`config.mk`:
```
export PLATFORM = sky130hd
export DESIGN_NAME = three_wire_rtc_serial_master_flat
export DESIGN_NICKNAME = d
export VERILOG_FILES = /design/src/tw_rtc_pkg.sv /design/src/tw_rtc_cmd_if.sv /design/src/tw_rtc_res_if.sv /design/src/tw_rtc_cfg_if.sv /design/src/tw_rtc_core.sv /design/src/tw_rtc_outreg.sv /design/src/three_wire_rtc_serial_master.sv /design/src/flat_wrapper.sv
export SDC_FILE = /design/constraint.sdc
export NUM_CORES = 1
export LEC_CHECK = 0
export BUFFER_PORTS_ARGS = -buffer_cell sky130_fd_sc_hd__buf_2
export CORE_MARGIN = 2
export CORE_UTILIZATION = 31
export CTS_CLUSTER_SIZE = 16
export DETAILED_ROUTE_END_ITERATION = 8
export HOLD_SLACK_MARGIN = 0.02
export PLACE_DENSITY = 0.57
export REMOVE_ABC_BUFFERS = 1
export SETUP_SLACK_MARGIN = 0.5
export SYNTH_ARGS = -nofsm -noshare
export SYNTH_HDL_FRONTEND = slang
export SYNTH_HIERARCHICAL = 1
export SYNTH_SLANG_ARGS = --single-unit
```
`constraint.sdc`:
```
create_clock -name clk -period 8.9 [get_ports clk]
set_input_delay 2.225 -clock clk [delete_from_list [all_inputs] [get_ports clk]]
set_output_delay 2.225 -clock clk [all_outputs]
set_load 0.01 [all_outputs]
```
`src/tw_rtc_pkg.sv`:
```
// ----------------------------------------------------------------------------
// tw_rtc_pkg
// Shared widths, command codes, register indexes and BCD helpers for the
// three-wire real-time-clock bus master.
// ----------------------------------------------------------------------------
package tw_rtc_pkg;

  localparam int FUNC_W   = 2;
  localparam int ADDR_W   = 8;
  localparam int VALUE_W  = 7;
  localparam int BYTE_W   = 8;
  localparam int CFG_IDX_W = 2;
  localparam int CFG_DATA_W = 8;

  localparam logic [FUNC_W-1:0] FUNC_TICK  = 2'd0;
  localparam logic [FUNC_W-1:0] FUNC_WRITE = 2'd1;
  localparam logic [FUNC_W-1:0] FUNC_READ  = 2'd2;

  localparam logic [CFG_IDX_W-1:0] CFG_CE_SETUP = 2'd0;
  localparam logic [CFG_IDX_W-1:0] CFG_PHASE    = 2'd1;

  localparam logic [CFG_DATA_W-1:0] CE_SETUP_RESET = 8'd5;
  localparam logic [CFG_DATA_W-1:0] PHASE_RESET    = 8'd1;

  localparam logic [BYTE_W-1:0] MAX_READ_VALUE = 8'd165;

  typedef struct packed {
    logic              ce_pin;
    logic              sclk_pin;
    logic              io_out;
    logic              io_drive;
    logic              busy_res;
    logic              read_valid;
    logic [BYTE_W-1:0] read_value;
  } res_t;

  // tens digit by reciprocal multiply, exact for all 7-bit values
  function automatic logic [BYTE_W-1:0] to_bcd(input logic [VALUE_W-1:0] v);
    logic [18:0] prod;
    logic [3:0]  tens;
    logic [7:0]  ones;
    prod = 19'(v) * 19'd205;
    tens = prod[14:11];
    ones = 8'(v) - 8'(tens) * 8'd10;
    return {tens, 4'd0} + ones;
  endfunction

  function automatic logic [BYTE_W-1:0] from_bcd(input logic [BYTE_W-1:0] b);
    return 8'(b[7:4]) * 8'd10 + 8'(b[3:0]);
  endfunction

endpackage

```
`src/tw_rtc_cmd_if.sv`:
```
// ----------------------------------------------------------------------------
// tw_rtc_cmd_if
// Tick/command request channel: valid, ready and one bus tick's inputs.
// ----------------------------------------------------------------------------
interface tw_rtc_cmd_if;
  import tw_rtc_pkg::*;

  logic               valid;
  logic               ready;
  logic [FUNC_W-1:0]  func;
  logic [ADDR_W-1:0]  reg_addr;
  logic [VALUE_W-1:0] write_value;
  logic               io_in;

  modport source (output valid, func, reg_addr, write_value, io_in, input ready);
  modport sink (input valid, func, reg_addr, write_value, io_in, output ready);
endinterface

```
`src/tw_rtc_res_if.sv`:
```
// ----------------------------------------------------------------------------
// tw_rtc_res_if
// Result channel: valid, ready and the pin levels and read data of one tick.
// ----------------------------------------------------------------------------
interface tw_rtc_res_if;
  import tw_rtc_pkg::*;

  logic              valid;
  logic              ready;
  logic              ce_pin;
  logic              sclk_pin;
  logic              io_out;
  logic              io_drive;
  logic              busy_res;
  logic              read_valid;
  logic [BYTE_W-1:0] read_value;

  modport source (output valid, ce_pin, sclk_pin, io_out, io_drive, busy_res,
                  read_valid, read_value, input ready);
  modport sink (input valid, ce_pin, sclk_pin, io_out, io_drive, busy_res,
                read_valid, read_value, output ready);
endinterface

```
`src/tw_rtc_cfg_if.sv`:
```
// ----------------------------------------------------------------------------
// tw_rtc_cfg_if
// Configuration write channel: valid, ready, register index and write data.
// ----------------------------------------------------------------------------
interface tw_rtc_cfg_if;
  import tw_rtc_pkg::*;

  logic                  valid;
  logic                  ready;
  logic [CFG_IDX_W-1:0]  addr;
  logic [CFG_DATA_W-1:0] data;

  modport source (output valid, addr, data, input ready);
  modport sink (input valid, addr, data, output ready);
endinterface

```
`src/tw_rtc_core.sv`:
```
// ----------------------------------------------------------------------------
// tw_rtc_core
// Bus sequencer: timing registers, access state and the one-tick step logic
// that yields the pin levels and read data for each accepted request.
// ----------------------------------------------------------------------------
module tw_rtc_core (
  input  logic                         clk,
  input  logic                         rst,
  input  logic                         fire,
  input  logic [tw_rtc_pkg::FUNC_W-1:0]  func,
  input  logic [tw_rtc_pkg::ADDR_W-1:0]  reg_addr,
  input  logic [tw_rtc_pkg::VALUE_W-1:0] write_value,
  input  logic                         io_in,
  tw_rtc_cfg_if.sink                   cfg,
  output tw_rtc_pkg::res_t             result
);
  import tw_rtc_pkg::*;

  localparam logic [2:0] PH_IDLE  = 3'd0;
  localparam logic [2:0] PH_SETUP = 3'd1;
  localparam logic [2:0] PH_TX    = 3'd2;
  localparam logic [2:0] PH_RX    = 3'd3;
  localparam logic [2:0] PH_HOLD  = 3'd4;
  localparam logic [1:0] CP_SAMPLE = 2'd3;

  logic [7:0] ce_setup_ticks;
  logic [7:0] phase_ticks;

  logic [2:0] phase, phase_next;
  logic       is_read, is_read_next;
  logic [3:0] bit_index, bit_index_next;
  logic [1:0] clock_phase, clock_phase_next;
  logic [7:0] wait_count, wait_count_next;
  logic [7:0] shift_byte, shift_byte_next;
  logic [7:0] data_byte, data_byte_next;
  logic [7:0] recv_byte, recv_byte_next;

  logic       start;
  logic [2:0] phase_s;
  logic       is_read_s;
  logic [3:0] bit_s;
  logic [1:0] cp_s;
  logic [7:0] wait_s, shift_s, data_s, recv_s;
  logic [7:0] setup_one, phase_one;
  logic       ph_end;
  logic [7:0] tx_byte;
  logic       tx_last;

  assign cfg.ready = 1'b1;
  assign setup_one = (ce_setup_ticks == 8'd0) ? 8'd1 : ce_setup_ticks;
  assign phase_one = (phase_ticks == 8'd0) ? 8'd1 : phase_ticks;

  always_ff @(posedge clk) begin
    if (rst) begin
      ce_setup_ticks <= CE_SETUP_RESET;
      phase_ticks    <= PHASE_RESET;
    end else if (cfg.valid) begin
      case (cfg.addr)
        CFG_CE_SETUP: ce_setup_ticks <= cfg.data;
        CFG_PHASE:    phase_ticks    <= cfg.data;
        default: ;
      endcase
    end
  end

  // command launch
  always_comb begin
    start     = (phase == PH_IDLE) && (func == FUNC_WRITE || func == FUNC_READ);
    phase_s   = start ? PH_SETUP : phase;
    is_read_s = start ? (func == FUNC_READ) : is_read;
    shift_s   = start ? ((func == FUNC_READ) ? (reg_addr | 8'h01) : reg_addr) : shift_byte;
    data_s    = start ? ((func == FUNC_READ) ? 8'd0 : to_bcd(write_value)) : data_byte;
    recv_s    = start ? 8'd0 : recv_byte;
    bit_s     = start ? 4'd0 : bit_index;
    cp_s      = start ? 2'd0 : clock_phase;
    wait_s    = start ? setup_one : wait_count;
  end

  assign ph_end  = (wait_s <= 8'd1);
  assign tx_byte = bit_s[3] ? data_s : shift_s;
  assign tx_last = is_read_s ? (bit_s >= 4'd7) : (bit_s == 4'd15);

  always_comb begin
    phase_next       = phase_s;
    is_read_next     = is_read_s;
    bit_index_next   = bit_s;
    clock_phase_next = cp_s;
    wait_count_next  = wait_s;
    shift_byte_next  = shift_s;
    data_byte_next   = data_s;
    recv_byte_next   = recv_s;
    result           = '0;
    case (phase_s)
      PH_IDLE: ;
      PH_SETUP: begin
        result.ce_pin = 1'b1;
        if (!ph_end) begin
          wait_count_next = wait_s - 8'd1;
        end else begin
          phase_next       = PH_TX;
          bit_index_next   = 4'd0;
          clock_phase_next = 2'd0;
          wait_count_next  = phase_one;
        end
      end
      PH_TX: begin
        result.ce_pin   = 1'b1;
        result.io_drive = 1'b1;
        result.io_out   = tx_byte[bit_s[2:0]];
        result.sclk_pin = (cp_s == 2'd1);
        if (!ph_end) begin
          wait_count_next = wait_s - 8'd1;
        end else begin
          wait_count_next = phase_one;
          if (cp_s >= 2'd2) begin
            clock_phase_next = 2'd0;
            if (tx_last) begin
              bit_index_next = 4'd0;
              if (is_read_s) begin
                phase_next       = PH_RX;
                clock_phase_next = CP_SAMPLE;
                recv_byte_next   = 8'd0;
              end else begin
                phase_next = PH_IDLE;
              end
            end else begin
              bit_index_next = bit_s + 4'd1;
            end
          end else begin
            clock_phase_next = cp_s + 2'd1;
          end
        end
      end
      PH_RX: begin
        result.ce_pin = 1'b1;
        if (cp_s == CP_SAMPLE) begin
          recv_byte_next = recv_s | (8'(io_in) << bit_s[2:0]);
          if (bit_s >= 4'd7) begin
            phase_next      = PH_HOLD;
            wait_count_next = setup_one;
          end else begin
            clock_phase_next = 2'd0;
            wait_count_next  = phase_one;
          end
        end else begin
          result.sclk_pin = (cp_s == 2'd1);
          if (!ph_end) begin
            wait_count_next = wait_s - 8'd1;
          end else begin
            wait_count_next = phase_one;
            if (cp_s >= 2'd2) begin
              clock_phase_next = CP_SAMPLE;
              bit_index_next   = bit_s + 4'd1;
            end else begin
              clock_phase_next = cp_s + 2'd1;
            end
          end
        end
      end
      PH_HOLD: begin
        if (!ph_end) begin
          wait_count_next = wait_s - 8'd1;
        end else begin
          phase_next        = PH_IDLE;
          result.read_valid = 1'b1;
          result.read_value = from_bcd(recv_s);
        end
      end
      default: phase_next = PH_IDLE;
    endcase
    result.busy_res = (phase_next != PH_IDLE);
  end

  always_ff @(posedge clk) begin
    if (rst) begin
      phase       <= PH_IDLE;
      is_read     <= 1'b0;
      bit_index   <= 4'd0;
      clock_phase <= 2'd0;
      wait_count  <= 8'd0;
      shift_byte  <= 8'd0;
      data_byte   <= 8'd0;
      recv_byte   <= 8'd0;
    end else if (fire) begin
      phase       <= phase_next;
      is_read     <= is_read_next;
      bit_index   <= bit_index_next;
      clock_phase <= clock_phase_next;
      wait_count  <= wait_count_next;
      shift_byte  <= shift_byte_next;
      data_byte   <= data_byte_next;
      recv_byte   <= recv_byte_next;
    end
  end

endmodule

```
`src/tw_rtc_outreg.sv`:
```
// ----------------------------------------------------------------------------
// tw_rtc_outreg
// Result register: holds one tick's result until the sink takes it and
// tells the request side when a new tick may be taken.
// ----------------------------------------------------------------------------
module tw_rtc_outreg (
  input  logic             clk,
  input  logic             rst,
  input  logic             fire,
  input  tw_rtc_pkg::res_t result,
  output logic             take_ok,
  tw_rtc_res_if.source     res
);
  import tw_rtc_pkg::*;

  logic valid;
  res_t data;

  assign take_ok = !valid || res.ready;

  always_ff @(posedge clk) begin
    if (rst) begin
      valid <= 1'b0;
    end else if (fire) begin
      valid <= 1'b1;
    end else if (res.ready) begin
      valid <= 1'b0;
    end
  end

  always_ff @(posedge clk) begin
    if (fire) begin
      data <= result;
    end
  end

  assign res.valid      = valid;
  assign res.ce_pin     = data.ce_pin;
  assign res.sclk_pin   = data.sclk_pin;
  assign res.io_out     = data.io_out;
  assign res.io_drive   = data.io_drive;
  assign res.busy_res   = data.busy_res;
  assign res.read_valid = data.read_valid;
  assign res.read_value = data.read_value;

endmodule

```
`src/three_wire_rtc_serial_master.sv`:
```
// ----------------------------------------------------------------------------
// three_wire_rtc_serial_master
// Three-wire chip-enable/clock/data real-time-clock bus master, one bus tick
// per request.
// ----------------------------------------------------------------------------
// Every request is one bus tick and yields one result carrying the pin levels
// for that tick. One request is taken per clock cycle unless stalled; the
// sequencer step logic turns each into its result and the result register holds
// it, so a request is taken whenever that register is empty or being emptied.
// Write and read accesses run for as many requests as the programmed setup and
// clock-phase tick counts demand; commands arriving while busy_res is high are
// ignored. The user must write timing registers via cfg (index 0 setup, index 1
// phase ticks) only while no access runs; the block does not enforce it.
module three_wire_rtc_serial_master (
  input  logic        clk,
  input  logic        rst,
  tw_rtc_cmd_if.sink  cmd,
  tw_rtc_res_if.source res,
  tw_rtc_cfg_if.sink  cfg
);
  import tw_rtc_pkg::*;

  logic fire;
  logic take_ok;
  res_t result;

  assign cmd.ready = take_ok;
  assign fire      = cmd.valid && take_ok;

  tw_rtc_core u_core (
    .clk         (clk),
    .rst         (rst),
    .fire        (fire),
    .func        (cmd.func),
    .reg_addr    (cmd.reg_addr),
    .write_value (cmd.write_value),
    .io_in       (cmd.io_in),
    .cfg         (cfg),
    .result      (result)
  );

  tw_rtc_outreg u_outreg (
    .clk     (clk),
    .rst     (rst),
    .fire    (fire),
    .result  (result),
    .take_ok (take_ok),
    .res     (res)
  );

  a_read_done_idle: assert property (@(posedge clk) disable iff (rst)
    res.valid && res.read_valid |-> !res.ce_pin && !res.busy_res)
    else $error("read completion while bus still active");

  a_drive_only: assert property (@(posedge clk) disable iff (rst)
    res.valid && res.io_out |-> res.io_drive && res.ce_pin)
    else $error("data level without drive");

  a_read_range: assert property (@(posedge clk) disable iff (rst)
    res.valid && res.read_valid |-> res.read_value <= MAX_READ_VALUE)
    else $error("read value out of range");

  a_stall_holds: assert property (@(posedge clk) disable iff (rst)
    res.valid && !res.ready |-> !cmd.ready)
    else $error("request taken while result stalled");

endmodule
```
`src/flat_wrapper.sv`:
```
// flat-port wrapper written by rule: the top's interface ports become plain ports
module three_wire_rtc_serial_master_flat import tw_rtc_pkg::*;
  (clk, rst, cmd_valid, cmd_func, cmd_reg_addr, cmd_write_value, cmd_io_in, cmd_ready, res_valid, res_ce_pin, res_sclk_pin, res_io_out, res_io_drive, res_busy_res, res_read_valid, res_read_value, res_ready, cfg_valid, cfg_addr, cfg_data, cfg_ready);
  tw_rtc_cmd_if cmd_i ();
  tw_rtc_res_if res_i ();
  tw_rtc_cfg_if cfg_i ();
  input  logic clk;
  input  logic rst;
  input wire logic [$bits(cmd_i.valid)-1:0] cmd_valid;
  input wire logic [$bits(cmd_i.func)-1:0] cmd_func;
  input wire logic [$bits(cmd_i.reg_addr)-1:0] cmd_reg_addr;
  input wire logic [$bits(cmd_i.write_value)-1:0] cmd_write_value;
  input wire logic [$bits(cmd_i.io_in)-1:0] cmd_io_in;
  output wire logic [$bits(cmd_i.ready)-1:0] cmd_ready;
  output wire logic [$bits(res_i.valid)-1:0] res_valid;
  output wire logic [$bits(res_i.ce_pin)-1:0] res_ce_pin;
  output wire logic [$bits(res_i.sclk_pin)-1:0] res_sclk_pin;
  output wire logic [$bits(res_i.io_out)-1:0] res_io_out;
  output wire logic [$bits(res_i.io_drive)-1:0] res_io_drive;
  output wire logic [$bits(res_i.busy_res)-1:0] res_busy_res;
  output wire logic [$bits(res_i.read_valid)-1:0] res_read_valid;
  output wire logic [$bits(res_i.read_value)-1:0] res_read_value;
  input wire logic [$bits(res_i.ready)-1:0] res_ready;
  input wire logic [$bits(cfg_i.valid)-1:0] cfg_valid;
  input wire logic [$bits(cfg_i.addr)-1:0] cfg_addr;
  input wire logic [$bits(cfg_i.data)-1:0] cfg_data;
  output wire logic [$bits(cfg_i.ready)-1:0] cfg_ready;
  assign cmd_i.valid = cmd_valid;
  assign cmd_i.func = cmd_func;
  assign cmd_i.reg_addr = cmd_reg_addr;
  assign cmd_i.write_value = cmd_write_value;
  assign cmd_i.io_in = cmd_io_in;
  assign cmd_ready = cmd_i.ready;
  assign res_valid = res_i.valid;
  assign res_ce_pin = res_i.ce_pin;
  assign res_sclk_pin = res_i.sclk_pin;
  assign res_io_out = res_i.io_out;
  assign res_io_drive = res_i.io_drive;
  assign res_busy_res = res_i.busy_res;
  assign res_read_valid = res_i.read_valid;
  assign res_read_value = res_i.read_value;
  assign res_i.ready = res_ready;
  assign cfg_i.valid = cfg_valid;
  assign cfg_i.addr = cfg_addr;
  assign cfg_i.data = cfg_data;
  assign cfg_ready = cfg_i.ready;
  three_wire_rtc_serial_master u_core (.clk(clk), .rst(rst), .cmd(cmd_i), .res(res_i), .cfg(cfg_i));
endmodule
```
==> results of run 1 <==
[layout make-up]
| cell class | instances | area share [%] |
|---|---|---|
| clock inverter | 6 | 0.673 |
| timing repair buffer | 55 | 4.50 |
| inverter | 49 | 2.83 |
| tap | 229 | 4.40 |
| multi-input combinational | 515 | 59.5 |
| sequential | 73 | 24.6 |
| clock buffer | 10 | 3.52 |
[routing by layer]
| layer | vias to the layer above | GRT usage, % | wire length [um] |
|---|---|---|---|
| met5 | - | 0 | 0 |
| met4 | 0 | 5.00 | 279 |
| met3 | 26 | 2.96 | 783 |
| met2 | 141 | 24.7 | 6730 |
| met1 | 2331 | 20.0 | 6720 |
| li1 | 2483 | - | - |
[power by group]
part | total, mW | internal, mW | switching [mW]
logic | 0.822 | 0.388 | 0.434
clock network | 0.335 | 0.190 | 0.145
registers | 0.389 | 0.365 | 0.0242
[synth_stat cells, drive strengths merged (15+ instances only)]
cell type	count
clkbuf	23
a21oi	51
nand2	53
inv	49
mux2i	20
ha	56
o21ai	20
dfxtp	59
nor2	74
xnor2	17
nor3	21
fa	15
[sequential cells by signal, summed over array words and instances, names as in the netlist, 2 cells and up]
register,count
u_core/u_core/ce_setup_ticks,8
u_core/u_core/data_byte,8
u_core/u_core/phase_ticks,8
u_core/u_core/recv_byte,8
u_core/u_core/shift_byte,8
u_core/u_core/wait_count,8
u_core/u_outreg/res.read_value,8
u_core/u_core/bit_index,4
u_core/u_core/phase,3
u_core/u_core/clock_phase,2
[metrics by stage]
| step | hold WS, ns | power, mW | util (%) | area (um^2) |
|---|---|---|---|---|
| after floorplan | 0.418 | 0.973 | - | 5570 |
| after global placement | 0.435 | 1.13 | 34.1 | 6150 |
| after detailed placement | 0.436 | 1.14 | 34.1 | 6150 |
| after CTS | 0.453 | 1.48 | 35.6 | 6420 |
| after global routing | 0.478 | 1.69 | 36.1 | 6510 |
| final | 0.457 | 1.55 | 36.1 | 6510 |
[cells by family after synthesis]
group,share of synthesized area [%]
other,0.0658
and+or+nand+nor,19.9
buffers and inverters,5.45
AOI/OAI and AO/OA,19.5
adders and majority gates,17.6
xor gates and xnor gates,3.69
muxes,5.69
DFF,28.1
[tightest hold or removal path: cells and delay by family (launching register included)]
kind | cells | cell delay [ns]
AOI/OAI and AO/OA | 1 | 0.05
DFF | 1 | 0.31
and+or+nand+nor | 1 | 0.05
[what timing repair did]
action | in CTS | in global routing
resized for setup | 0 | 10
setup buffers | 0 | 1
setup endpoints to repair | 0 | 1
[worst paths after layout]
| check | to | slack, ns |
|---|---|---|
| worst min-delay path | u_core/u_core/shift_byte[2] | 0.46 |
| worst min register to register | u_core/u_core/shift_byte[2] | 0.46 |
| worst max-delay path | u_core/u_core/data_byte[7] | 0.76 |
| worst max register to register | u_core/u_core/wait_count[1] | 4.88 |
==> impl_results.md, run 1 <==
- Status: complete, no violations
- Ports: 50
- CTS root buffer: clkbuf_16
- Die H: 140 um
- Mapped cell area: 0.00570 mm^2
- Max_cap viols: 0
- Worst-path cell chain: buf_2, ha_4, inv_1, fa_1, inv_1, ha_1, fa_1, ha_1, a21o_1, a2111oi_4, buf_4, a2111oi_2, or3_1, ha_1, ha_1, inv_1, fa_1, fa_1, ha_4, inv_1, or4b_2, o2111ai_2, xnor2_1, a22o_1
- Critical path required time: 9.14 ns
- Fin nets: 807
- Critical Path Source: cmd_write_value[5]
- Vias after detailed routing: between 4000 and 5000
- R2r worst-path depth: 11
- Clock Latency Late Sink: 0.34 ns
- Area grow syn2layout: 14.2%
- Initial core utilization: 31.6%
- Final count of hold timing violations: 0
- Setup tns final: 0 ns
- RSZ-0062 raised after global routing: false
- Total Wirelength: around 15000 um
- Clk_skew: just under 0.007 ns
- Commonest non-fill, non-tap cell in the layout: nor2_1
- Worst-Margin Slew: 0.958 ns
- Min-delay src: u_core/u_core/shift_byte[2]
- Synth top area cells: dfxtp_1, ha_1, edfxtp_1
- CTS clock-pin slew for the worst setup and hold paths: around 0.060 ns
- Yosys top cell area share: approximately a fifth
- DIE AREA: 0.0195 mm^2
- Max H-tree Level: 3
- Critical Path Start Type: input port
- Syn. warnings: 6
- CTS Hold Buffers Added: 0
- Crit-path slowest cell: or4b_2
- Crit Path Class: in -> reg
- Arrival @ worst endpoint: 8.38 ns
- Final GP Congestion: 0.832
- Ys async rst share: 0%
- Delay-heaviest family, CP: adder cells
- Inst Count DP: 920
- Cells after Synth: 669
- DR DRC count: 0
- TritonRoute pass-1 iters: 5
- Most frequent cells in the layout: nor2_1, dfxtp_1, nand2_1, ha_1, a21oi_1
- Post-DRT Antenna Nets: 0
- Avg Inst Size Synth: ~8.5 um^2
- Reg-to-reg critical path startpoint: u_core/u_core/phase[2]
- Initial antenna violation count: 0
- Fill cells: ~1900
- #FFs+latches synth: 73
- Core area: 0.0180 mm^2
- Hold Crit Depth: 2
- TritonCTS clock tree: yes
- Bufs and invs on worst path: 6
- Maximum VDD drop: around 0.00014 V
- Total track usage: 15.1%
- Clock buffer depth: 2
- Vias per cell: 5.32
- Final setup fails: 0
- CTS buffer count: 9
- Drt wl/cell: 15.5 um
- Worst setup EP type: flip-flop
- Main flop type after synthesis: dfxtp_1
- Dpl ws: 0.157 ns
- Static Leak: 2.79 nW
- Fraction of layout cells with a size suffix above 1: between 10% and 20%
- CTS sink count: 73
- Fin crit period: a little over 8 ns
- First-pass GRT wire length: 24000 um
- Total congestion overflow: 0
- PortBufs: 48
- Reg area: 0.00160 mm^2
- Pin count of the biggest net entering global routing: 60
- Fin crit share: approximately 91%
- Max Fclk: about 120 MHz
- Hpwl dp: 10600 um
- Setup WS post-layout: roughly 0.76 ns
- Area of the multi-input gates: 0.00387 mm^2
- Diodes inserted: 0
- EDFF count, synth: 14
- CP Max Fanout: 5
- Count of cell types in the netlist: 74
- CP Depth: 24
- FP Rows: 49
- Slew Limit Fails: 0
- Finished Layout Cells: between 900 and 1000
- Synth area leader: dfxtp_1
- Vias in the first global route: 4818
- Worst hold path type: reg -> reg
- CP max stage delay: 0.67 ns
- Relative slew slack: 35.9%
- P per Cell Area: 238 mW/mm^2
- Seq/Total Area, Yosys: 28.1%
- Initial DRC count: 364
- Die width: 140 um
Power figures use the tool's default switching activity.
==> inputs of run 2 (changes only) <==
CAP_MARGIN = 15   (was unset)
PLACE_DENSITY = unset   (was 0.57)
==> impl_results.md, run 2 (synthesis gave the netlist of run 1 again) <==
- Status: complete, no violations
- Fin crit period: 8.14 ns
- Finished Layout Cells: 936
- Vias after detailed routing: 5031
- Bufs and invs on worst path: 6
- Hold Crit Depth: 2
- Clk_skew: ~0.0062 ns
- Crit-path slowest cell: or4b_2
- Die width: 140 um
- Initial DRC count: roughly 430
- Core area: between 0.015 and 0.02 mm^2
- Post-DRT Antenna Nets: 0
- Fraction of layout cells with a size suffix above 1: 14.3%
- Delay-heaviest family, CP: adder cells
- FP Rows: 49
- Top cell by count, worst path: ha_1
- Final GP Congestion: 0.866
- TritonRoute pass-1 iters: 5
- FF-to-FF End: u_core/u_core/wait_count[2]
- Total track usage: 14.9%
- Crit Path Class: in -> reg
- Max_cap viols: 0
- DIE AREA: ~0.02 mm^2
- Drt wl/cell: 15.4 um
- Slew Limit Fails: 0
- First-pass GRT wire length: between 20000 and 25000 um
- CTS root buffer: clkbuf_16
- DR DRC count: 0
- Setup WS post-layout: 0.756 ns
- Maximum VDD drop: 0.000128 V
- Area grow syn2layout: 15.9%
- Final Cell Area: roughly 0.0066 mm^2
- R2r setup slk: 4.73 ns
- Hold endpoint: u_core/u_core/shift_byte[7]
- Die H: 140 um
- RSZ-0062 raised after global routing: false
- PortBufs: 48
- Ports: 50
- Min-delay src: u_core/u_core/shift_byte[7]
- Fin nets: 806
- Max H-tree Level: 3
- Most frequent cells in the layout: nor2_1, dfxtp_1, nand2_1
- Clk pwr share: between 20% and 30%
- Reg-to-reg critical path startpoint: u_core/u_core/phase[2]
- Commonest non-fill, non-tap cell in the layout: nor2_1
- Fill cells: approximately 1900
- Relative slew slack: 37.1%
- Dpl ws: 0.0996 ns
- Placed instance area: ~0.006 mm^2
- DR top layer: met5
- Vias per cell: 5.38
- Static Leak: 2.82 nW
- Critical path required time: 9.13 ns
- R2r worst-path depth: 10
- Combinational share of power: between 50% and 60%
- Inst Count DP: 920
- Sequential power share: a little under a quarter
- Total congestion overflow: 0
- P per Cell Area: 249 mW/mm^2
- Vias in the first global route: 4785
- Worst setup EP type: flip-flop
- P_sw: 612 uW
- Clock Latency Late Sink: 0.34 ns
- Diodes inserted: 0
- CTS sink count: 73
- Final count of hold timing violations: 0
- TritonCTS clock tree: yes
- Worst-path cell chain: clkbuf_4, inv_1, ha_4, fa_1, inv_1, ha_1, ha_1, ha_1, a21o_1, a2111oi_4, buf_4, a2111oi_1, or3_1, ha_1, ha_1, inv_1, fa_1, fa_1, ha_4, inv_1, or4b_2, o2111ai_2, xnor2_1, a22o_1
- Setup tns final: 0 ns
- CTS clock-pin slew for the worst setup and hold paths: roughly 0.06 ns
- DR WL met3: 787 um
- CP Max Fanout: 5
- Pin count of the biggest net entering global routing: 60
- Cell Int Power: 1.03 mW
- Initial antenna violation count: 1
- Post-route met1 wirelength: 6670 um
- Net Sw Frac: 37.3%
- CTS buffer count: 9
- Fin crit share: 91.5%
- Clock buffer depth: 2
- Total Wirelength: 14400 um
- Worst-Margin Slew: between 0.9 and 1 ns
- Worst hold path type: reg -> reg
- Max Fclk: between 100 and 150 MHz
- Critical Path Start Type: input port
- Arrival @ worst endpoint: 8.37 ns
- Initial core utilization: between 30% and 40%
- Metal2 WL: about 6600 um
- Overall power: 1.64 mW
- Hpwl dp: ~10000 um
- Critical Path Source: cmd_write_value[5]
- Final setup fails: 0
- CP max stage delay: 0.67 ns
-- run 2: cell count changes in the layout (fill, tap and decap cells not counted), moves of 2 or more --
cell and change:
bufinv_16 +3, clkinv_2 -2, ha_1 -2, ha_4 +2
-- run 2: worst max-delay path by stage --
stage / end / slack [ns] / cells past startpoint
final: u_core/u_core/data_byte[7] / 0.76 / 24
after CTS: u_core/u_core/data_byte[7] / 0.50 / 24
after global placement: u_core/u_core/data_byte[7] / 0.18 / 24
after floorplan: u_core/u_core/data_byte[7] / 0.53 / 22
after global routing: u_core/u_core/data_byte[7] / 0.52 / 24
after detailed placement: u_core/u_core/data_byte[7] / 0.1 / 24
-- run 2: worst reg2reg max path: stages, from the launching register on --
cell and delay, ns:
dfxtp_1 0.46, or4_1 0.78, buf_4 0.30, and2_1 0.24, ha_1 0.25, a21oi_1 0.74, nor2_1 0.35, o22ai_1 0.21
a21oi_1 0.10, a2111oi_0 0.45, o32ai_1 0.16
-- run 2: layer usage --
metal	up-vias	track usage, %
met5	-	0
met3	21	2.79
met1	2369	20.4
li1	2485	-
met4	2	5.11
met2	154	23.7
-- run 2: metrics by stage --
stage                     utilization [%]  hold slack (ns)
after global routing                 36.6            0.471
after detailed placement             34.1            0.449
after global placement               34.1            0.439
after floorplan                         -            0.418
final                                36.6            0.457
after CTS                            36.1            0.457
-- run 2: what timing repair did --
| action | in CTS | in global routing |
|---|---|---|
| hold buffers | 0 | 0 |
| pin swaps | 0 | 5 |
| gates resized for setup | 1 | 13 |
| setup buffers | 0 | 0 |
| cloned | 0 | 0 |
| setup endpoints to repair | 1 | 1 |
-- run 2: power groups by stage --
| stage | clock (mW) | combinational (mW) | sequential (mW) |
|---|---|---|---|
| finish | 0.426 | 0.828 | 0.389 |
| global route | 0.453 | 0.938 | 0.393 |
| CTS | 0.439 | 0.751 | 0.388 |
| detailed placement | 0 | 0.742 | 0.395 |
| global placement | 0 | 0.739 | 0.395 |
| floorplan | 0 | 0.582 | 0.391 |
-- run 2: area by class of cell --
cell class	instances	area (um^2)	share of cell area (%)
sequential	73	1600	24.3
inverter	49	184	2.79
clock inverter	7	126	1.91
timing repair buffer	54	288	4.36
tap	229	287	4.34
clock buffer	9	225	3.41
multi-input combinational	515	3890	58.9
